$ cat src/rtl/sca_pkg.sv
// ----------------------------------------------------------------------------
// sca_pkg
// Shared constants, codes, types and sizing functions of the size-class
// block allocator.
// ----------------------------------------------------------------------------
`default_nettype none

package sca_pkg;

  // Field widths of the request, response and configuration payloads.
  localparam int unsigned CMD_W     = 1;
  localparam int unsigned SIZE_W    = 24;
  localparam int unsigned ADDR_W    = 20;
  localparam int unsigned STATUS_W  = 2;
  localparam int unsigned CLASS_W   = 6;
  localparam int unsigned USED_W    = 21;

  // Rounded sizes up to the largest class fit in 13 bits.
  localparam int unsigned ESIZE_W   = 13;
  localparam int unsigned NUM_CLASSES = 44;
  localparam int unsigned LARGEST_REQ_SIZE = 7168;

  // Byte addresses are 20 bits, so at most 2^17 distinct 8-byte words.
  localparam int unsigned MAX_WORD_W     = 17;
  localparam int unsigned MAX_LINK_WORDS = 1 << MAX_WORD_W;
  localparam int unsigned ADDR_SPACE     = 1 << ADDR_W;

  localparam int unsigned POOL_BYTES_DEF = 1048576;
  localparam int unsigned POOL_LIMIT_RST = 1048576;

  // Commands.
  localparam logic [CMD_W-1:0] CMD_ALLOC = 1'b0;
  localparam logic [CMD_W-1:0] CMD_FREE  = 1'b1;

  // Response status codes.
  localparam logic [STATUS_W-1:0] STATUS_DONE      = 2'd0;
  localparam logic [STATUS_W-1:0] STATUS_TOO_LARGE = 2'd1;
  localparam logic [STATUS_W-1:0] STATUS_NO_MEM    = 2'd2;

  // Decoded request size.
  typedef struct packed {
    logic               too_large;
    logic [ESIZE_W-1:0] esize;
    logic [CLASS_W-1:0] cls;
  } class_info_t;

  // Number of link store entries that can ever be addressed.
  function automatic int unsigned link_depth(int unsigned pool_bytes);
    int unsigned words;
    words = pool_bytes >> 3;
    return (words < MAX_LINK_WORDS) ? words : MAX_LINK_WORDS;
  endfunction

  // True when a freed word index must be reduced by a non power of two.
  function automatic bit need_mod(int unsigned pool_bytes);
    int unsigned words;
    words = pool_bytes >> 3;
    return (words < MAX_LINK_WORDS) && ((words & (words - 1)) != 0);
  endfunction

endpackage

`default_nettype wire

$ cat src/rtl/sca_size_class.sv
// ----------------------------------------------------------------------------
// sca_size_class
// Rounds a request size up to 8 bytes and maps it to its size class.
// ----------------------------------------------------------------------------
`default_nettype none

module sca_size_class (
  input  logic [sca_pkg::SIZE_W-1:0] size_i,
  output sca_pkg::class_info_t       info_o
);
  import sca_pkg::*;

  logic                 too_large;
  logic [ESIZE_W-1:0]   esize;
  logic [3:0]           lead;
  logic [1:0]           frac;
  logic [CLASS_W-1:0]   cls;

  assign too_large = size_i > SIZE_W'(LARGEST_REQ_SIZE);
  assign esize     = ESIZE_W'({1'b0, size_i[ESIZE_W-1:0]} + (ESIZE_W + 1)'(7))
                     & ~ESIZE_W'(7);

  // The class is the leading-one position and the two bits below it, less 8.
  always_comb begin
    lead = 4'd0;
    for (int b = 3; b < ESIZE_W; b++) begin
      if (esize[b]) begin
        lead = 4'(b);
      end
    end
    frac = 2'(esize >> (lead - 4'd2));
    if (too_large || (esize == '0)) begin
      cls = '0;
    end else begin
      cls = CLASS_W'({lead, frac}) - CLASS_W'(8);
    end
  end

  assign info_o.too_large = too_large;
  assign info_o.esize     = esize;
  assign info_o.cls       = cls;

endmodule

`default_nettype wire

$ cat config.mk
export PLATFORM = sky130hd
export DESIGN_NAME = sca_size_class
export DESIGN_NICKNAME = d
export VERILOG_FILES = /design/src/rtl/sca_pkg.sv /design/src/rtl/sca_size_class.sv
export SDC_FILE = /design/constraint.sdc
export NUM_CORES = 1
export LEC_CHECK = 0
export ABC_CLOCK_PERIOD_IN_PS = 9000
export BUFFER_PORTS_ARGS = -buffer_cell sky130_fd_sc_hd__buf_4
export CAP_MARGIN = 10
export CORE_MARGIN = 4
export CORE_UTILIZATION = 35
export DETAILED_ROUTE_END_ITERATION = 10
export SETUP_SLACK_MARGIN = 0.4
export SYNTH_ARGS = -nofsm -noshare
export SYNTH_HDL_FRONTEND = slang
export SYNTH_SLANG_ARGS = --single-unit
export TNS_END_PERCENT = 5
$ cat constraint.sdc
create_clock -name vclk -period 9
set_input_delay 2.7 -clock vclk [all_inputs]
set_output_delay 2.7 -clock vclk [all_outputs]
set_load 0.01 [all_outputs]
# After elaboration in Yosys (flattened, before gate mapping)
# Cells that the tools add are included.
dict set report op_classes {
  addsub 3
  mux 11
  n_shift 1
  magnitude_cmp 1
  reduce_logical 2
}
# operator count
set ops {}
lappend ops {{$mux W4} 8}
lappend ops {{$gt A24 B13 Y1 const B} 1}
lappend ops {{$add A13 B3 Y13 const B} 1}
lappend ops {{$logic_not A13 Y1} 1}
lappend ops {{$shr A13 B4 Y2} 1}
lappend ops {{$mux W6} 1}
lappend ops {{$sub A6 B4 Y6 const B} 1}
lappend ops {{$sub A4 B2 Y4 const B} 1}
lappend ops {{$mux W3} 1}
lappend ops {{$mux W2} 1}
lappend ops {{$logic_or A1 B1 Y1} 1}
dict set report totals {
  inputBits 24
  elab_cells 18
  register_bits 0
}

# Depth between registers and ports, before layout
dict set report logic_depth {
  ltp_word 15
  ltp_mapped 11
}

# Least setup slack after synthesis
# Ideal clock, no wire load.
dict set report synth_path {
  path_kind {input-to-output}
  start {input port size_i[4] in the netlist's numbering}
  end {output port info_o[1] in the netlist's numbering}
  required_time_ps 6300
  n_path_buf 1
  setup_slack_ps 1047
  stages 9
  arrival_ps 5253
  cell_sequence {clkbuf_8 nor2_1 o21ai_0 a311o_1 a211oi_4 clkinv_1 ha_1 or4_1 a221oi_2}
}
# item line_no
set synth_rtl {}
lappend synth_rtl {{start: declaration} sca_size_class.sv:8} ;# input logic [sca_pkg::SIZE_W-1:0] size_i,
lappend synth_rtl {{end: declaration} sca_size_class.sv:9} ;# output sca_pkg::class_info_t info_o

==> metrics.md <==
| Metric | Value |
|---|---|
| Run status | completed |
| Core ar. | between 2000 and 2500 sq um |
| Post-DR wirelength/cell | 14.4 um |
| Die footprint | 3350 sq um |
| Routability Congestion | 0.810 |
| Arr. time, crit path | between 5 and 6 ns |
| Crit start category | input pin |
| First-pass GRT wire length | 4280 um |
| Syn Inst Count | approximately 120 |
| Vias | a little under 1000 |
| Distinct cells, synth | between 40 and 50 |
| Largest net degree at the start of global routing | 12 |
| Placed Area | approximately 1100 sq um |
| Min-Delay Path Class | input pin to primary output |
| Leakage | roughly 0.44 nW |
| Die Height | a little under 60 um |
| Register area | 0 sq um |
| Worst Tran Pin Value | between 0.7 and 0.8 ns |
| Final Setup Violations | 0 |
| Dpl ws | roughly 0.65 ns |
| Footprint of the multi-input gates | between 700 and 800 sq um |
| Fin crit share | 92.9% |
| Initial antenna violation count | 0 |
| RSZ-0062 raised after global routing | false |
| F_max | around 0.12 GHz |
| Crit end category | primary output |
| Commonest cells after routing, fill and taps aside | 43 x buf_4, 15 x nor2_1, 8 x nand2_1 |
| DRT iter0 DRCs | 23 |
| CLK BUF | 0 |
| Placed wire-length estimate | 2130 um |
| Final #Nets | 180 |
| Post-route setup slack | between 0.6 and 0.7 ns |
| GRT Overall Usage | ~15% |
| DR DRC count | 0 |
| Die Wd | just under 60 um |
| Site Rows | 17 |
| Max-Cap Viols | 0 |
| Worst Path Max Fanout | 8 |
| Max_slew headroom | 52.2% |
| Power Density | around 47 nW/um^2 |
| Via/cell ratio | between 5 and 6 |
| Fin. Hold Viols | 0 |
| TritonRoute pass-1 iters | 4 |
| Warnings, synthesis | 0 |
| Antenna cell count | 0 |
| Initial core utilization | 38.0% |
| Post-DRT Antenna Nets | 0 |
| Number of global-route vias before repair | 948 |
| VDD IR max | 0.0216 mV |
| Yosys top cell by area | nor2_1 |
| Setup_tns | 0 ns |
| Finished Layout Cells | approximately 180 |
| Number of fill cells in the layout | between 200 and 250 |
| Input/output buffers | 41 |
| Share of the synthesized area in the top cell type | under 10% |
| Final instance area | about 1100 sq um |
| Area growth from synthesis to layout | 27.5% |
| Avg Cell Area, Syn | just over 7 sq um |
| Layout cell share with drive strength beyond 1 | a little under two fifths |
| Critical Path RT | 6.30 ns |
| Top cells by area, synth | nor2_1 6.5%, buf_4 6.0%, xnor2_1 6.0%, clkbuf_8 4.7%, xor2_1 4.0% |
| PostCTS Resize Cnt | 0 |
| CP Class | input pin to primary output |
| Mapped Area | between 800 and 900 sq um |
| Final Max Slew Viols | 0 |
| Gr ovfl total | 0 |
| Inst Count DP | around 180 |
| Seq Cell Count | 0 |
| Post-Route WL | about 2600 um |
| Power after layout | roughly 0.000052 W |
| Tmin final | around 8.4 ns |
| Commonest non-fill, non-tap cell in the layout | buf_4 |
| Boundary Pins | 44 |
| Seq/Total Area, Yosys | 0% |
==> stage by stage <==
step	hold WS (ns)	util, %
2_1_floorplan	5.62	-
3_3_place_gp	5.77	47.8
3_5_place_dp	5.76	47.8
4_1_cts	5.76	47.8
5_1_grt	5.79	48.4
6_report	5.76	48.4
==> area by class of cell <==
| cell class | instances | share of cell area, % |
|---|---|---|
| Multi-Input combinational cell | 105 | 66.1 |
| Timing Repair Buffer | 43 | 29.0 |
| Tap cell | 28 | 3.15 |
| Inverter | 5 | 1.69 |
==> worst max-delay path: stages <==
cell,delay [ns]
buf_4,0.12
o31ai_4,0.36
a21oi_1,0.08
a311o_1,0.39
a211oi_4,0.40
clkinv_1,0.21
ha_1,0.39
or4_1,0.58
a221oi_2,0.27
buf_4,0.16
==> metal layers <==
layer / track usage, % / wire length (um) / vias up / part of all wire (%)
li1: - / - / 510 / -
met1: 19.3 / 1120 / 448 / 43
met2: 29.4 / 1290 / 33 / 50
met3: 1.11 / 183 / 0 / 7.0
met4: 0 / 0 / 0 / 0
met5: 0 / 0 / - / 0
==> cells in the mapped netlist, types with 2 or more instances <==
library cell,n
inv_1,4
xor2_1,4
nor3_1,6
o21ai_0,5
nand3_1,4
nor4_1,4
a21oi_1,6
nor2_1,15
nor2b_1,2
xnor2_1,6
o31ai_1,2
nand4_1,3
or4_1,2
a311oi_1,2
or3_1,3
a31oi_1,4
nand2_1,8
clkbuf_8,3
buf_4,7
mux2_2,2
==> kinds of logic after synthesis <==
kind of cell             Yosys count  synth area share, %
other                              1                0.430
AND/OR/NAND/NOR                   55                 35.6
multiplexers                       2                 2.58
AO/OA/AOI/OAI                     32                 30.3
XOR/XNOR                          11                 11.9
adder cells (fa/ha/maj)            2                 2.73
buffers and inverters             18                 16.5
==> path summary, 6_finish.rpt <==
check | startpoint | end | slack (ns) | depth (start not counted)
max | size_i[1] | info_o[1] | 0.64 | 10
min | size_i[7] | info_o[13] | 5.76 | 3
==> repair_timing <==
action                     4_1_cts  5_1_grt
buffers inserted                 0        2
hold buffers                     0        0
setup endpoints to repair        0        1
==> report_power, final <==
group	total, W	leakage [nW]	internal [W]	switching (W)
Sequential	0	0	0	0
Combinational	0.0000524	0.436	0.0000236	0.0000288
Clock	0	0	0	0
Total	0.0000524	0.436	0.0000236	0.0000288
(Power assumes the default switching activity.)
