[config.mk]
export PLATFORM = sky130hd
export DESIGN_NAME = sca_ram
export DESIGN_NICKNAME = d
export VERILOG_FILES = /design/src/rtl/sca_pkg.sv /design/src/rtl/sca_ram.sv
export SDC_FILE = /design/constraint.sdc
export NUM_CORES = 1
export LEC_CHECK = 0
export BUFFER_PORTS_ARGS = -buffer_cell sky130_fd_sc_hd__buf_2
export CAP_MARGIN = 20
export CORE_ASPECT_RATIO = 2
export CORE_UTILIZATION = 50
export DETAILED_ROUTE_END_ITERATION = 10
export HOLD_SLACK_MARGIN = 0.1
export PLACE_DENSITY = 0.76
export SLEW_MARGIN = 20
export SYNTH_ARGS = -nofsm -noshare
export SYNTH_HDL_FRONTEND = slang
export SYNTH_SLANG_ARGS = --single-unit
[constraint.sdc]
create_clock -name clk_i -period 2.7 [get_ports clk_i]
set_input_delay 0.27 -clock clk_i [delete_from_list [all_inputs] [get_ports clk_i]]
set_output_delay 0.27 -clock clk_i [all_outputs]
set_load 0.01 [all_outputs]
[src/rtl/sca_pkg.sv]
// ----------------------------------------------------------------------------
// sca_pkg
// Shared constants, codes, types and sizing functions of the size-class
// block allocator.
// ----------------------------------------------------------------------------
`default_nettype none

package sca_pkg;

  // Field widths of the request, response and configuration payloads.
  localparam int unsigned CMD_W     = 1;
  localparam int unsigned SIZE_W    = 24;
  localparam int unsigned ADDR_W    = 20;
  localparam int unsigned STATUS_W  = 2;
  localparam int unsigned CLASS_W   = 6;
  localparam int unsigned USED_W    = 21;

  // Rounded sizes up to the largest class fit in 13 bits.
  localparam int unsigned ESIZE_W   = 13;
  localparam int unsigned NUM_CLASSES = 44;
  localparam int unsigned LARGEST_REQ_SIZE = 7168;

  // Byte addresses are 20 bits, so at most 2^17 distinct 8-byte words.
  localparam int unsigned MAX_WORD_W     = 17;
  localparam int unsigned MAX_LINK_WORDS = 1 << MAX_WORD_W;
  localparam int unsigned ADDR_SPACE     = 1 << ADDR_W;

  localparam int unsigned POOL_BYTES_DEF = 1048576;
  localparam int unsigned POOL_LIMIT_RST = 1048576;

  // Commands.
  localparam logic [CMD_W-1:0] CMD_ALLOC = 1'b0;
  localparam logic [CMD_W-1:0] CMD_FREE  = 1'b1;

  // Response status codes.
  localparam logic [STATUS_W-1:0] STATUS_DONE      = 2'd0;
  localparam logic [STATUS_W-1:0] STATUS_TOO_LARGE = 2'd1;
  localparam logic [STATUS_W-1:0] STATUS_NO_MEM    = 2'd2;

  // Decoded request size.
  typedef struct packed {
    logic               too_large;
    logic [ESIZE_W-1:0] esize;
    logic [CLASS_W-1:0] cls;
  } class_info_t;

  // Number of link store entries that can ever be addressed.
  function automatic int unsigned link_depth(int unsigned pool_bytes);
    int unsigned words;
    words = pool_bytes >> 3;
    return (words < MAX_LINK_WORDS) ? words : MAX_LINK_WORDS;
  endfunction

  // True when a freed word index must be reduced by a non power of two.
  function automatic bit need_mod(int unsigned pool_bytes);
    int unsigned words;
    words = pool_bytes >> 3;
    return (words < MAX_LINK_WORDS) && ((words & (words - 1)) != 0);
  endfunction

endpackage

`default_nettype wire

[src/rtl/sca_ram.sv]
// ----------------------------------------------------------------------------
// sca_ram
// Simple dual-port synchronous RAM, one write and one registered read port.
// ----------------------------------------------------------------------------
`default_nettype none

module sca_ram #(
  parameter int unsigned DEPTH = sca_pkg::NUM_CLASSES,
  parameter int unsigned WIDTH = sca_pkg::MAX_WORD_W,
  localparam int unsigned AW   = $clog2(DEPTH)
) (
  input  logic             clk_i,
  input  logic             rd_en_i,
  input  logic [AW-1:0]    rd_addr_i,
  output logic [WIDTH-1:0] rd_data_o,
  input  logic             wr_en_i,
  input  logic [AW-1:0]    wr_addr_i,
  input  logic [WIDTH-1:0] wr_data_i
);

  logic [WIDTH-1:0] mem_q [DEPTH];
  logic [WIDTH-1:0] rd_data_q;

  always_ff @(posedge clk_i) begin
    if (wr_en_i) begin
      mem_q[wr_addr_i] <= wr_data_i;
    end
  end

  always_ff @(posedge clk_i) begin
    if (rd_en_i) begin
      rd_data_q <= mem_q[rd_addr_i];
    end
  end

  assign rd_data_o = rd_data_q;

endmodule

`default_nettype wire

-- Word level (Yosys, flattened, before mapping)
Memory sizes are Yosys's and may differ from the RTL's. A register that Yosys moved wholly into a read port is not among the register bits.
Cells that the tools add are included.
- flip-flop bits (word level): 0
- latch bits: 0
- RAM bits: 748
- ROM bits: 0
- input port bits: 32
- output and inout port bits: 17
- logic and storage cells: 3
- memories: 1
- add/sub/neg operators: 0
- $mul: 0
- div/mod/pow operators: 0
- magnitude comparators: 0
- equality and inequality tests: 0
- shift-type cells: 0
- multiplexer cells: 2
- bitwise gates (word level): 0
- reductions and logical operators: 0
- memory list (memory ; words ; bits a word ; read ports ; clocked after Yosys merged registers in ; write ports ; RTL line ; RTL):
    mem_q ; 44 ; 17 ; 1 ; 1 ; 1 ; sca_ram.sv:21 ; logic [WIDTH-1:0] mem_q [DEPTH];
- operator list (operator ; number):
    $mux 1 ; 2

-- Logic depth before layout (Yosys ltp)
- word-level depth: 2
- gate-level depth with buffers: 8
- mapped depth without buffers: 5

-- Worst setup path before layout
Ideal clock, no wire load.
- kind: input -> register
- from: input wr_addr_i[1]
- to: memory mem_q[21][0] in the netlist's numbering, enable pin
- setup time: 0.435 ns
- arrival: 2.167 ns
- data required time: 2.265 ns
- path slack: 0.098 ns
- stages: 2
- buffers on the path: 0
- cells stage by stage: nand2b_1 nor4_1
- RTL lines (item ; RTL line ; RTL):
    start: declaration ; sca_ram.sv:17 ; input logic [AW-1:0] wr_addr_i,
    end: declaration ; sca_ram.sv:21 ;
Straight into the memory's write port.

==> flow_summary.ini <==
[status]
status = finished clean

[timing]
max-slew-margin-rel_pct = 25.9
post-route-min-period_ns = 2.39
skew_ns = 0.0240
setup_violations = 0
slew_viol_final = 0
finalHoldViolations = 0
fmax_mhz = 418
rsz0062_at_grt = false
worst_slack_ns = 0.305
fin_crit_sh_pct = 88.7
worstMarginPinSlew_ns = 1.11

[die]
die_x_um = 173
dieArea_mm2 = 0.0598
core-area_mm2 = 0.0580
rows = 125
start_util_pct = 50.7
chipHeight_um = 345
io-pin-count = 49

[worst_setup_path]
crit_path_cell_trace = mux4_2, a22oi_1, a21oi_1, a21oi_1, o21ai_0
crit_type = reg -> reg
cpPeakStageDelay_ns = 0.57
slowest_stage = a22oi_1
worstPathMaxFanout = 1
crit_path_start_kind = flop
ff2ff_path_depth = 5
r2r_setup_slack_ns = 0.31
worstReg2RegStart = mem_q[27][11]
crit_arrival_ns = 2.72
required_ns = 3.02
end_kind = flop
critPathBufInv = 0
r2r-end = rd_data_o[11]
path_delay_family = compound AO/OA/AOI/OAI gates
crit_path_frequent_cell = a21oi_1

[detailed_routing]
ant_nets = 0
vias_per_cell = 6.22
first_iter_violations = 1541
vias = 14400
wl_per_cell_um = 30.0
drc = 0
drt_pass1_iterations = 5
wirelength_mm = 69.5

[clocking]
cts.sinks = 765
htree_num_levels = 2
cts_root_buf = clkbuf_16
cts_hold_buf = 0
cts_resized = 0
post_cts_buffers = 0
cts.path.max_buffers = 3
cts_buffers = 57
cts_tree = built
clk_pin_slew_ns = 0.07
insertion_delay_ns = 0.63

[placed_design]
portBuffers = 48
globalplace.congestion = 0.912
place_ws_ns = -0.231
dp_hpwl_mm = 44.4

[yosys]
syn_avg_cell_area_um2 = 21.5
synth.distinct_cells = 31
synth_cells = 1369
synth_nets = 1401
yosysSeqAreaShare_pct = 78.1
synth_area_mm2 = 0.0294
synth-seq-cells = 765
yosysWarnings = 0

[flow_run]
cap_viol_max_count = 0

[grt]
grt_antenna_before_repair = 2
grt_first_pass_wirelength_mm = 101
grt_pass1_vias = 14700
grt_overflow = 0
grt_max_degree = 45
grt_use_total_pct = 23.8

[finish]
post-route-util_pct = 57.0
fill_cells = 4059
area_delta_synth_final_pct = 12.5
layout-drive-gt1-share_pct = 27.9
antenna_cells = 0
nNetsFinal = 1542

[power]
irDropWorstVdd_v = 0.000563
power.total_mw = 23.0
power_density_mw_per_mm2 = 696
p_leak_nw = 10.5

[min_path]
hold_depth = 1
hold_class = in -> reg
min-delay-start = rd_en_i
hold_path_end = rd_data_o[12]
==> how the worst max path moves through the flow <==
stage                     to  cells after the start     startpoint
3_5_place_dp   rd_data_o[11]                      8   rd_addr_i[0]
6_report       rd_data_o[11]                      5  mem_q[27][11]
4_1_cts        rd_data_o[11]                      5  mem_q[24][11]
2_1_floorplan   mem_q[21][0]                      2   wr_addr_i[1]
3_3_place_gp   rd_data_o[11]                      8   rd_addr_i[0]
5_1_grt        rd_data_o[11]                      8   rd_addr_i[0]
==> cell usage in the layout (no fill, tap or decap), drive strengths merged, types with 6 or more instances in the layout <==
cell type  count
a221oi        17
nand2         36
buf          160
o21ai         28
mux2i         68
clkinv        26
mux2          34
o22ai         17
a22oi         34
a21oi         40
edfxtp       765
nor2          50
bufinv         7
nor2b          6
clkbuf        65
nand2b         6
o31ai          6
mux4         153
o211ai        11
==> cells in the mapped netlist, drive strengths merged <==
master	n	share of area [%]
nand2b	6	0.13
o22ai	17	0.36
nor4	1	0.021
nand3	5	0.085
mux2	34	1.3
o21ai	28	0.48
nand3b	1	0.026
nand4	1	0.021
clkbuf	33	0.42
o211ai	11	0.28
mux2i	68	2.3
nand2	36	0.46
o31ai	6	0.15
mux4	153	12
a21oi	40	0.68
nor2b	6	0.13
nor2	50	0.64
edfxtp	765	78
or3	2	0.043
nor3	5	0.085
a22oi	34	0.87
or3b	1	0.030
buf	45	1.0
a221oi	17	0.51
and2	1	0.021
or2	2	0.043
clkinv	1	0.013
==> final cells by class <==
cell class	count	area (um^2)	share of cell area (%)
well taps	762	953	2.88
flip-flops and latches	765	23000	69.4
inverters	1	3.75	0.0113
clock inverters	37	364	1.10
clock buffers	65	1460	4.40
multi-input cells	525	6030	18.2
repair buffers	160	1310	3.96
==> worst register-to-register path, stage by stage, from the launching register on <==
cell,delay (ns)
edfxtp_1,0.36
mux4_2,0.47
a22oi_1,0.57
a21oi_1,0.26
a21oi_1,0.26
o21ai_0,0.17
==> state kept, by name, summed over array words and instances, names as in the netlist <==
signal     count
rd_data_o     17
mem_q        748
==> through the flow <==
step	cells	cell area [um^2]	setup TNS, ns	hold slack, ns
after global routing	2315	33100	0	0.196
after global placement	2213	31300	-0.309	0.695
final	2315	33100	0	0.209
after CTS	2315	33100	0	0.203
after detailed placement	2213	31300	-0.346	0.681
after floorplan	1369	29400	0	0.369
==> layer usage <==
| layer | vias to the layer above | routed length [um] | GRT usage, % |
|---|---|---|---|
| li1 | 5986 | - | - |
| met5 | - | 12 | 0 |
| met3 | 170 | 4510 | 2.58 |
| met1 | 7531 | 23900 | 28.5 |
| met2 | 718 | 36200 | 41.2 |
| met4 | 2 | 4970 | 15.9 |
==> cell families (layout without fill, tap and decap cells) <==
group	count (synthesis)	in the layout	share of synthesized area, %
multiplexers	255	255	15.3
AND/OR/NAND/NOR	117	117	1.73
flip-flops	765	765	78.1
AO/OA/AOI/OAI	153	153	3.33
buffers and inverters	79	263	1.47
==> power by group <==
| group | internal, mW | switching, mW |
|---|---|---|
| Clock | 4.54 | 3.95 |
| Sequential | 13.2 | 0.0486 |
| Combinational | 0.495 | 0.821 |
(Power assumes the default switching activity.)
