**src/rtl/sca_pkg.sv**
```systemverilog
// ----------------------------------------------------------------------------
// sca_pkg
// Shared constants, codes, types and sizing functions of the size-class
// block allocator.
// ----------------------------------------------------------------------------
`default_nettype none

package sca_pkg;

  // Field widths of the request, response and configuration payloads.
  localparam int unsigned CMD_W     = 1;
  localparam int unsigned SIZE_W    = 24;
  localparam int unsigned ADDR_W    = 20;
  localparam int unsigned STATUS_W  = 2;
  localparam int unsigned CLASS_W   = 6;
  localparam int unsigned USED_W    = 21;

  // Rounded sizes up to the largest class fit in 13 bits.
  localparam int unsigned ESIZE_W   = 13;
  localparam int unsigned NUM_CLASSES = 44;
  localparam int unsigned LARGEST_REQ_SIZE = 7168;

  // Byte addresses are 20 bits, so at most 2^17 distinct 8-byte words.
  localparam int unsigned MAX_WORD_W     = 17;
  localparam int unsigned MAX_LINK_WORDS = 1 << MAX_WORD_W;
  localparam int unsigned ADDR_SPACE     = 1 << ADDR_W;

  localparam int unsigned POOL_BYTES_DEF = 1048576;
  localparam int unsigned POOL_LIMIT_RST = 1048576;

  // Commands.
  localparam logic [CMD_W-1:0] CMD_ALLOC = 1'b0;
  localparam logic [CMD_W-1:0] CMD_FREE  = 1'b1;

  // Response status codes.
  localparam logic [STATUS_W-1:0] STATUS_DONE      = 2'd0;
  localparam logic [STATUS_W-1:0] STATUS_TOO_LARGE = 2'd1;
  localparam logic [STATUS_W-1:0] STATUS_NO_MEM    = 2'd2;

  // Decoded request size.
  typedef struct packed {
    logic               too_large;
    logic [ESIZE_W-1:0] esize;
    logic [CLASS_W-1:0] cls;
  } class_info_t;

  // Number of link store entries that can ever be addressed.
  function automatic int unsigned link_depth(int unsigned pool_bytes);
    int unsigned words;
    words = pool_bytes >> 3;
    return (words < MAX_LINK_WORDS) ? words : MAX_LINK_WORDS;
  endfunction

  // True when a freed word index must be reduced by a non power of two.
  function automatic bit need_mod(int unsigned pool_bytes);
    int unsigned words;
    words = pool_bytes >> 3;
    return (words < MAX_LINK_WORDS) && ((words & (words - 1)) != 0);
  endfunction

endpackage

`default_nettype wire

```
**src/rtl/sca_word_map.sv**
```systemverilog
// ----------------------------------------------------------------------------
// sca_word_map
// Reduces the word index of a freed address modulo the pool word count.
// ----------------------------------------------------------------------------
`default_nettype none

module sca_word_map #(
  parameter int unsigned POOL_BYTES = sca_pkg::POOL_BYTES_DEF,
  localparam int unsigned WW = $clog2(sca_pkg::link_depth(POOL_BYTES))
) (
  input  logic                           clk_i,
  input  logic                           load_i,
  input  logic                           step_i,
  input  logic [sca_pkg::MAX_WORD_W-1:0] addr_word_i,
  output logic [WW-1:0]                  word_o
);
  import sca_pkg::*;

  localparam int unsigned LINK_WORDS = POOL_BYTES >> 3;

  logic [WW-1:0] word_q;

  if (need_mod(POOL_BYTES)) begin : g_mod
    // Quotient by reciprocal multiplication; it is low by at most one,
    // so the remainder needs a single correcting subtract.
    localparam int unsigned SH      = MAX_WORD_W + $clog2(LINK_WORDS);
    localparam int unsigned RECIP_W = MAX_WORD_W + 1;
    localparam int unsigned PROD_W  = MAX_WORD_W + RECIP_W;
    localparam logic [RECIP_W-1:0]    RECIP = RECIP_W'((64'd1 << SH) / LINK_WORDS);
    localparam logic [MAX_WORD_W-1:0] LW    = MAX_WORD_W'(LINK_WORDS);

    logic [MAX_WORD_W-1:0]   v_q;
    logic [MAX_WORD_W-1:0]   quot_q;
    logic [PROD_W-1:0]       recip_prod;
    logic [2*MAX_WORD_W-1:0] back_prod;
    logic [MAX_WORD_W-1:0]   rem_raw;

    assign recip_prod = PROD_W'(addr_word_i) * PROD_W'(RECIP);
    assign back_prod  = (2*MAX_WORD_W)'(quot_q) * (2*MAX_WORD_W)'(LW);
    assign rem_raw    = v_q - back_prod[MAX_WORD_W-1:0];

    always_ff @(posedge clk_i) begin
      if (load_i) begin
        v_q    <= addr_word_i;
        quot_q <= MAX_WORD_W'(recip_prod >> SH);
      end
      if (step_i) begin
        word_q <= (rem_raw >= LW) ? WW'(rem_raw - LW) : WW'(rem_raw);
      end
    end
  end else begin : g_mask
    // Power-of-two word count, or a pool that covers every word: the remainder is the low bits.
    always_ff @(posedge clk_i) begin
      if (load_i || step_i) begin
        word_q <= addr_word_i[WW-1:0];
      end
    end
  end

  assign word_o = word_q;

endmodule

`default_nettype wire

```
**config.mk**
```make
export PLATFORM = sky130hd
export DESIGN_NAME = sca_word_map
export DESIGN_NICKNAME = d
export VERILOG_FILES = /design/src/rtl/sca_pkg.sv /design/src/rtl/sca_word_map.sv
export SDC_FILE = /design/constraint.sdc
export NUM_CORES = 1
export LEC_CHECK = 0
export ABC_CLOCK_PERIOD_IN_PS = 2920
export BUFFER_PORTS_ARGS = -buffer_cell sky130_fd_sc_hd__buf_2
export CORE_AREA = 4 4 41 43
export CTS_BUF_LIST = sky130_fd_sc_hd__clkbuf_4
export CTS_CLUSTER_DIAMETER = 80
export DETAILED_ROUTE_END_ITERATION = 10
export DIE_AREA = 0 0 45 47
export GPL_TIMING_DRIVEN = 0
export PLACE_DENSITY = 0.77
export SYNTH_ARGS = -nofsm -noshare
export SYNTH_HDL_FRONTEND = slang
export SYNTH_SLANG_ARGS = --single-unit
```
**constraint.sdc**
```tcl
create_clock -name clk_i -period 2.92 [get_ports clk_i]
set_input_delay 0.438 -clock clk_i [delete_from_list [all_inputs] [get_ports clk_i]]
set_output_delay 0.438 -clock clk_i [all_outputs]
set_load 0.01 [all_outputs]
```
# ---- Yosys cells after proc, flatten, opt, wreduce, memory -nomap -nowiden
# Cells that the tools add are included.
dict set report classes {
  add_sub_neg 0
  mul 0
  div_mod_pow 0
  magnitude_cmp 0
  n_eq_ne 0
  shifts 0
  n_mux 0
  n_bitwise 0
  reduce_logical 1
}
# op n
set op_table {}
lappend op_table {{logical OR 1 bit} 1}
dict set report totals {
  reg_bits 17
  latch_bits 0
  ram_bits 0
  romBits 0
  elab_cells 2
  n_memories 0
}

# ---- Depth between registers and ports, before layout
# Gate-level depths: netlist of the first run.
dict set report depth {
  depth_word 1
  depth_mapped 1
  depth_no_buf 1
}

# ---- Worst setup path before layout of the first run
# Ideal clock, no wire load.
dict set report synth_path {
  path_kind {input to register}
  start {in load_i}
  end {reg word_q[0] (netlist: word_o[0]), enable pin}
  arrival_time_ns 0.859
  path_slack_ns 1.687
  stages 1
  n_path_buf 0
  path_cell_list {or2_1}
}
dict set report synth_between {
  elab_chain_cells 1
}
# item line
set synth_rtl {}
lappend synth_rtl {{start, declared} sca_word_map.sv:12} ;# input logic load_i,
lappend synth_rtl {{logical OR 1 bit} sca_word_map.sv:54} ;# if (load_i || step_i) begin
lappend synth_rtl {{end signal, assigned} sca_word_map.sv:55} ;# word_q <= addr_word_i[WW-1:0];
lappend synth_rtl {{end, declared} sca_word_map.sv:21} ;# logic [WW-1:0] word_q;
# Every way passes these cells.
# A chain may end at the register's enable or synchronous reset.

# ---- Worst setup path in the final report of the first run
dict set report layout_path {
  start {reg word_q[5] (netlist: word_o[5])}
  end {out word_o[5]}
}
# item line
set layout_rtl {}
lappend layout_rtl {{end, declared} sca_word_map.sv:15} ;# output logic [WW-1:0] word_o
# No word-level cell between the ends.

==> flow_summary.json, run 1 <==
{
  "outcome": "finished, final reports clean",
  "max_ffs_per_register": 17,
  "critical_path_required_ns": 2.48,
  "post_drt_wl_per_cell_um": 12.7,
  "num_vias": 314,
  "cts_made_buffers": 3,
  "cp_slowest_stage_delay_ns": 0.38,
  "max-clock-path-buffers": 2,
  "areaGrowthSynthToFinish_pct": 43.8,
  "cellPowerDensity_nw_per_um2": 621,
  "worstPathBufferInverterCount": 1,
  "syn-instance-count": 18,
  "min_to": "word_o[16]",
  "synth.avg_cell_area_um2": 28.7,
  "synth.yosys.seq_area_share": 0.988,
  "fin_tns_setup_ns": 0,
  "worst_slack_ns": 1.67,
  "wire_length_of_the_first_global_routing_pass_um": 1270,
  "floorplan.core_area_um2": 1300,
  "post_synth_num_cell_types": 2,
  "synth_warnings": 0,
  "timing.critical_path.slowest_stage_cell": "sky130_fd_sc_hd__edfxtp_1",
  "die-area_um2": 2120,
  "groute.usage.overall": 0.0904,
  "num_rows": 13,
  "pre_cts_ws_ns": 1.48,
  "ys_ff_latch": 17,
  "post-route-period-util": 0.429,
  "clock-sinks": 17,
  "final-setup-viol-count": 0,
  "grt_start_max_net_pins": 18,
  "worst_ir_drop_vdd_mv": 0.356,
  "p_leak_nw": 0.334,
  "finalWorstPathRequiredPeriod_ns": 1.25,
  "design.portCount": 37,
  "clock-root-buffer": "sky130_fd_sc_hd__clkbuf_4",
  "setup.worst_path.start_class": "flop",
  "htree_num_levels": 1,
  "synth_largest_type_area_fraction": 0.988,
  "worstPathArrival_ns": 0.81,
  "antenna-diode-count": 0,
  "die-height_um": 47,
  "net_total_in_the_final_layout": 79,
  "clock_slew_at_the_register_clock_pins_of_the_worst_setup_and_hold_paths_ns": 0.09,
  "number_of_global_route_vias_before_repair": 302,
  "fraction_of_final_layout_cells_with_drive_strength_greater_than_1": 0.690,
  "filler_cell_count": 118,
  "timing.fmax_mhz": 799,
  "slew_viol_final": 0,
  "hold_violation_total_from_the_final_report": 0,
  "mappedNetlistArea_um2": 517,
  "seq_area_um2": 510,
  "drt-pass1-iter-count": 3,
  "antenna_found_initial": 0,
  "die_w_um": 45,
  "end_kind": "primary output",
  "grt_remaining_overflow": 0,
  "gp_routability_congestion": 0.628,
  "timing.setup.critical_path_class": "reg2out",
  "path_cells": "buf_2",
  "initial_core_util": 0.397,
  "post_cts.resized_instances": 0,
  "post-cts-setup-buffer-count": 0,
  "tritoncts_clock_tree": "done",
  "drt-initial-drc-count": 6,
  "cts_hold_repair.buffers": 0,
  "worstHoldPathType": "in2reg",
  "max_slew.worst_pin.slew_ns": 0.679,
  "cpLargestDelayFamily": "flip-flops",
  "drv.max_cap_violation_count": 0,
  "timing.hold.worst.start": "addr_word_i[16]",
  "synth_top_area_cell": "sky130_fd_sc_hd__edfxtp_1",
  "drt-total-wl_um": 925,
  "detail-route-antenna-nets": 0,
  "multiInputGateArea_um2": 6.26,
  "routed_via_density": 4.30,
  "synthTopCellsByArea": "sky130_fd_sc_hd__edfxtp_1 99%, sky130_fd_sc_hd__or2_1 1.2%",
  "critical_path_peak_fanout": 1,
  "slew_headroom": 0.547,
  "setup_repair_after_global_routing_missed_its_margin": "false",
  "drc": 0,
  "hold-path-cell-count": 1,
  "mappedNetlistNets": 38,
  "place.port_buffers": 36
}
-- cell usage after synthesis --
library cell / n
sky130_fd_sc_hd__edfxtp_1: 17
sky130_fd_sc_hd__or2_1: 1
-- cells by family (layout without fill, tap and decap cells) --
logic type,Yosys count,count (layout),synth area share
flip-flops,17,17,0.988
AND/OR/NAND/NOR,1,1,0.0121
buffers and inverters,0,40,0
-- per-layer routing --
layer	global-route usage	wire, um	up-vias
li1	-	-	151
met3	0.0268	113	2
met5	0	0	-
met2	0.175	502	21
met4	0.0526	5	0
met1	0.0821	304	140
-- worst max-delay path by stage --
stage                          from         to  slack, ns  depth (start not counted)
after floorplan              load_i  word_o[0]       1.69                          1
after global placement       load_i  word_o[1]       1.49                          2
after detailed placement     step_i  word_o[1]       1.48                          2
after CTS                 word_o[5]  word_o[5]       1.66                          1
after global routing      word_o[6]  word_o[6]       1.64                          1
final                     word_o[5]  word_o[5]       1.67                          1
-- metrics by stage --
step | instances | total power, mW | hold slack (ns) | area (um^2) | utilization
4_1_cts | 73 | 0.468 | 0.323 | 743 | 0.571
6_report | 73 | 0.462 | 0.330 | 743 | 0.571
3_3_place_gp | 69 | 0.351 | 0.614 | 716 | 0.550
5_1_grt | 73 | 0.483 | 0.314 | 743 | 0.571
3_5_place_dp | 69 | 0.354 | 0.616 | 716 | 0.550
2_1_floorplan | 18 | 0.320 | 0.537 | 517 | -
-- cell type report --
class,count,share of cell area
multi-input combinational,1,0.00842
tap,15,0.0253
sequential,17,0.687
timing repair buffer,36,0.242
clock inverter,1,0.00673
clock buffer,3,0.0303
-- cells in the final DEF (no fill, tap or decap), drive strengths merged --
master,n
edfxtp,17
clkinv,1
or2,1
clkbuf,3
buf,36
-- power by group --
part	internal [mW]	total, mW	leakage, nW	switching [mW]
clock	0.0507	0.115	0.0177	0.0641
sequential	0.293	0.297	0.173	0.00477
combinational	0.0230	0.0492	0.143	0.0262
Power figures use the tool's default switching activity.
==> run 2, diff against run 1 <==
==> config.mk (replaced) <==
export PLATFORM = sky130hd
export DESIGN_NAME = sca_word_map
export DESIGN_NICKNAME = d
export VERILOG_FILES = /design/src/rtl/sca_pkg.sv /design/src/rtl/sca_word_map.sv
export SDC_FILE = /design/constraint.sdc
export NUM_CORES = 1
export LEC_CHECK = 0
export ABC_AREA = 1
export ABC_CLOCK_PERIOD_IN_PS = 1270
export BUFFER_PORTS_ARGS = -buffer_cell sky130_fd_sc_hd__buf_2
export CORE_MARGIN = 4
export CORE_UTILIZATION = 40
export CTS_BUF_LIST = sky130_fd_sc_hd__clkbuf_4
export CTS_CLUSTER_DIAMETER = 80
export DETAILED_ROUTE_END_ITERATION = 10
export GPL_TIMING_DRIVEN = 0
export PLACE_DENSITY = 0.79
export SYNTH_ARGS = -nofsm -noshare
export SYNTH_HDL_FRONTEND = slang
export SYNTH_SLANG_ARGS = --single-unit
==> constraint.sdc (replaced) <==
create_clock -name clk_i -period 1.27 [get_ports clk_i]
set_input_delay 0.1905 -clock clk_i [delete_from_list [all_inputs] [get_ports clk_i]]
set_output_delay 0.1905 -clock clk_i [all_outputs]
set_load 0.01 [all_outputs]
==> run 2 against run 1 <==
Effect of this change:
- sequential share of layout area shrank 0.57 points
- non-clock buffer count stayed put
- combinational power is 130% higher
- core utilization increased by 6.9 points
- sequential power is 130% higher
==> flow_summary.json, run 2 <==
{
  "place.port_buffers": 36,
  "max-clock-path-buffers": 2,
  "wire_length_of_the_first_global_routing_pass_um": 1150,
  "num_vias": 305,
  "die-area_um2": 1950,
  "detailed_place.area_um2": 719,
  "cellPowerDensity_nw_per_um2": 1440,
  "initial_core_util": 0.446,
  "grt_remaining_overflow": 0,
  "timing.setup.critical_path_class": "reg2out",
  "timing.fmax_mhz": 1020,
  "design_area_um2": 749,
  "drt-initial-drc-count": 3,
  "post-cts-setup-buffer-count": 0,
  "groute.usage.overall": 0.0830,
  "detail-route-antenna-nets": 0,
  "ys_ff_latch": 17,
  "gp_routability_congestion": 0.636,
  "worstPathArrival_ns": 0.79,
  "drv.max_cap_violation_count": 0,
  "cpLargestDelayFamily": "flip-flops",
  "clock-sinks": 17,
  "finalWorstPathRequiredPeriod_ns": 0.982,
  "pre_cts_ws_ns": 0.0845,
  "mappedNetlistNets": 40,
  "tritoncts_clock_tree": "done",
  "critical_path_required_ns": 1.08,
  "post-route-period-util": 0.773,
  "p_leak_nw": 0.346,
  "outcome": "finished, final reports clean",
  "fraction_of_final_layout_cells_with_drive_strength_greater_than_1": 0.667,
  "final-setup-viol-count": 0,
  "synth.yosys.seq_area_share": 0.978,
  "worstHoldPathType": "in2reg",
  "grt_start_max_net_pins": 18,
  "floorplan.core_area_um2": 1170,
  "syn-instance-count": 20,
  "path_cells": "buf_2",
  "seq_area_um2": 510,
  "drt-total-wl_um": 790,
  "timing.critical_path.slowest_stage_cell": "sky130_fd_sc_hd__edfxtp_1",
  "max_ffs_per_register": 17,
  "hold_slack_ns": 0.0887,
  "layout_commonest_cell": "sky130_fd_sc_hd__buf_2",
  "multiInputGateArea_um2": 3.75,
  "antenna-diode-count": 0,
  "slew_viol_final": 0,
  "critical_path_peak_fanout": 1,
  "antenna_found_initial": 0,
  "design.portCount": 37,
  "synth_top_flop_cell": "sky130_fd_sc_hd__edfxtp_1",
  "synthMostInstantiatedCell": "sky130_fd_sc_hd__edfxtp_1",
  "layout.cells.most_common_list": "36 x sky130_fd_sc_hd__buf_2, 17 x sky130_fd_sc_hd__edfxtp_1, 4 x sky130_fd_sc_hd__clkbuf_4, 2 x sky130_fd_sc_hd__inv_1, 1 x sky130_fd_sc_hd__nand2_1",
  "worst_ir_drop_vdd_mv": 0.768,
  "setup.worst_path.start_class": "flop",
  "die-height_um": 44.1,
  "post_synth_num_cell_types": 3,
  "max_slew.worst_pin.slew_ns": 0.659,
  "worstPathBufferInverterCount": 1,
  "clock_slew_at_the_register_clock_pins_of_the_worst_setup_and_hold_paths_ns": 0.09,
  "synth_warnings": 0,
  "die_w_um": 44.1,
  "setup_repair_after_global_routing_missed_its_margin": "false",
  "synth_largest_type_area_fraction": 0.978,
  "end_kind": "primary output",
  "cts_hold_repair.buffers": 0,
  "synth_top_cells_by_count": "17 x sky130_fd_sc_hd__edfxtp_1, 2 x sky130_fd_sc_hd__inv_1, 1 x sky130_fd_sc_hd__nand2_1",
  "synthTopCellsByArea": "sky130_fd_sc_hd__edfxtp_1 98%, sky130_fd_sc_hd__inv_1 1.4%, sky130_fd_sc_hd__nand2_1 0.72%",
  "fin_tns_setup_ns": 0,
  "slew_headroom": 0.560,
  "areaGrowthSynthToFinish_pct": 43.6,
  "num_rows": 12,
  "synth_enable_flop_cells": 17,
  "cts_made_buffers": 3,
  "layout.core_utilization": 0.640,
  "routed_via_density": 4.12,
  "hold_violation_total_from_the_final_report": 0,
  "cp_slowest_stage_delay_ns": 0.37,
  "number_of_global_route_vias_before_repair": 292,
  "drc": 0,
  "htree_num_levels": 1,
  "worst_slack_ns": 0.288,
  "ys_async_sr_fraction": 0,
  "synth_top_area_cell": "sky130_fd_sc_hd__edfxtp_1",
  "filler_cell_count": 93,
  "clock-root-buffer": "sky130_fd_sc_hd__clkbuf_4",
  "post_cts.resized_instances": 0,
  "post_drt_wl_per_cell_um": 10.7,
  "mappedNetlistArea_um2": 522,
  "drt-pass1-iter-count": 2,
  "synth.avg_cell_area_um2": 26.1,
  "net_total_in_the_final_layout": 81
}
-- run 2: changes by cell type in the layout (fill, tap and decap cells not counted) --
cell | previous run | this run
sky130_fd_sc_hd__inv_1 | 0 | 2
sky130_fd_sc_hd__or2_1 | 1 | 0
sky130_fd_sc_hd__clkbuf_4 | 3 | 4
sky130_fd_sc_hd__nand2_1 | 0 | 1
sky130_fd_sc_hd__clkinv_2 | 1 | 0
-- run 2: report_power, final --
part	switching [mW]	internal, mW
sequential	0.00917	0.673
combinational	0.0600	0.0529
clock	0.143	0.143
total	0.212	0.869
-- run 2: path summary, 6_finish.rpt --
check             depth (start not counted)        end  slack [ns]            from
setup / recovery                          1  word_o[2]        0.29       word_o[2]
hold / removal                            1  word_o[2]        0.09  addr_word_i[2]
-- run 2: cells by family after synthesis --
| kind of cell | Yosys count | synth area share |
|---|---|---|
| simple gates | 1 | 0.00719 |
| flops | 17 | 0.978 |
| buf+inv | 2 | 0.0144 |
-- run 2: routing by layer --
| layer | vias to the layer above | wire length, um | track usage |
|---|---|---|---|
| met2 | 22 | 403 | 0.145 |
| met3 | 2 | 123 | 0.0244 |
| met1 | 125 | 258 | 0.0847 |
| met4 | 0 | 4 | 0.0542 |
| li1 | 156 | - | - |
| met5 | - | 0 | 0 |
-- run 2: cell type report --
cell class,instances,area share
Tap cell,14,0.0234
Clock buffer,4,0.0401
Timing Repair Buffer,36,0.240
Sequential cell,17,0.681
Inverter,2,0.0100
Multi-Input combinational cell,1,0.00501
-- run 2: stage by stage --
stage | cells | total power, mW
finish | 74 | 1.08
global route | 74 | 1.13
CTS | 74 | 1.09
detailed placement | 70 | 0.811
global placement | 70 | 0.808
floorplan | 20 | 0.737
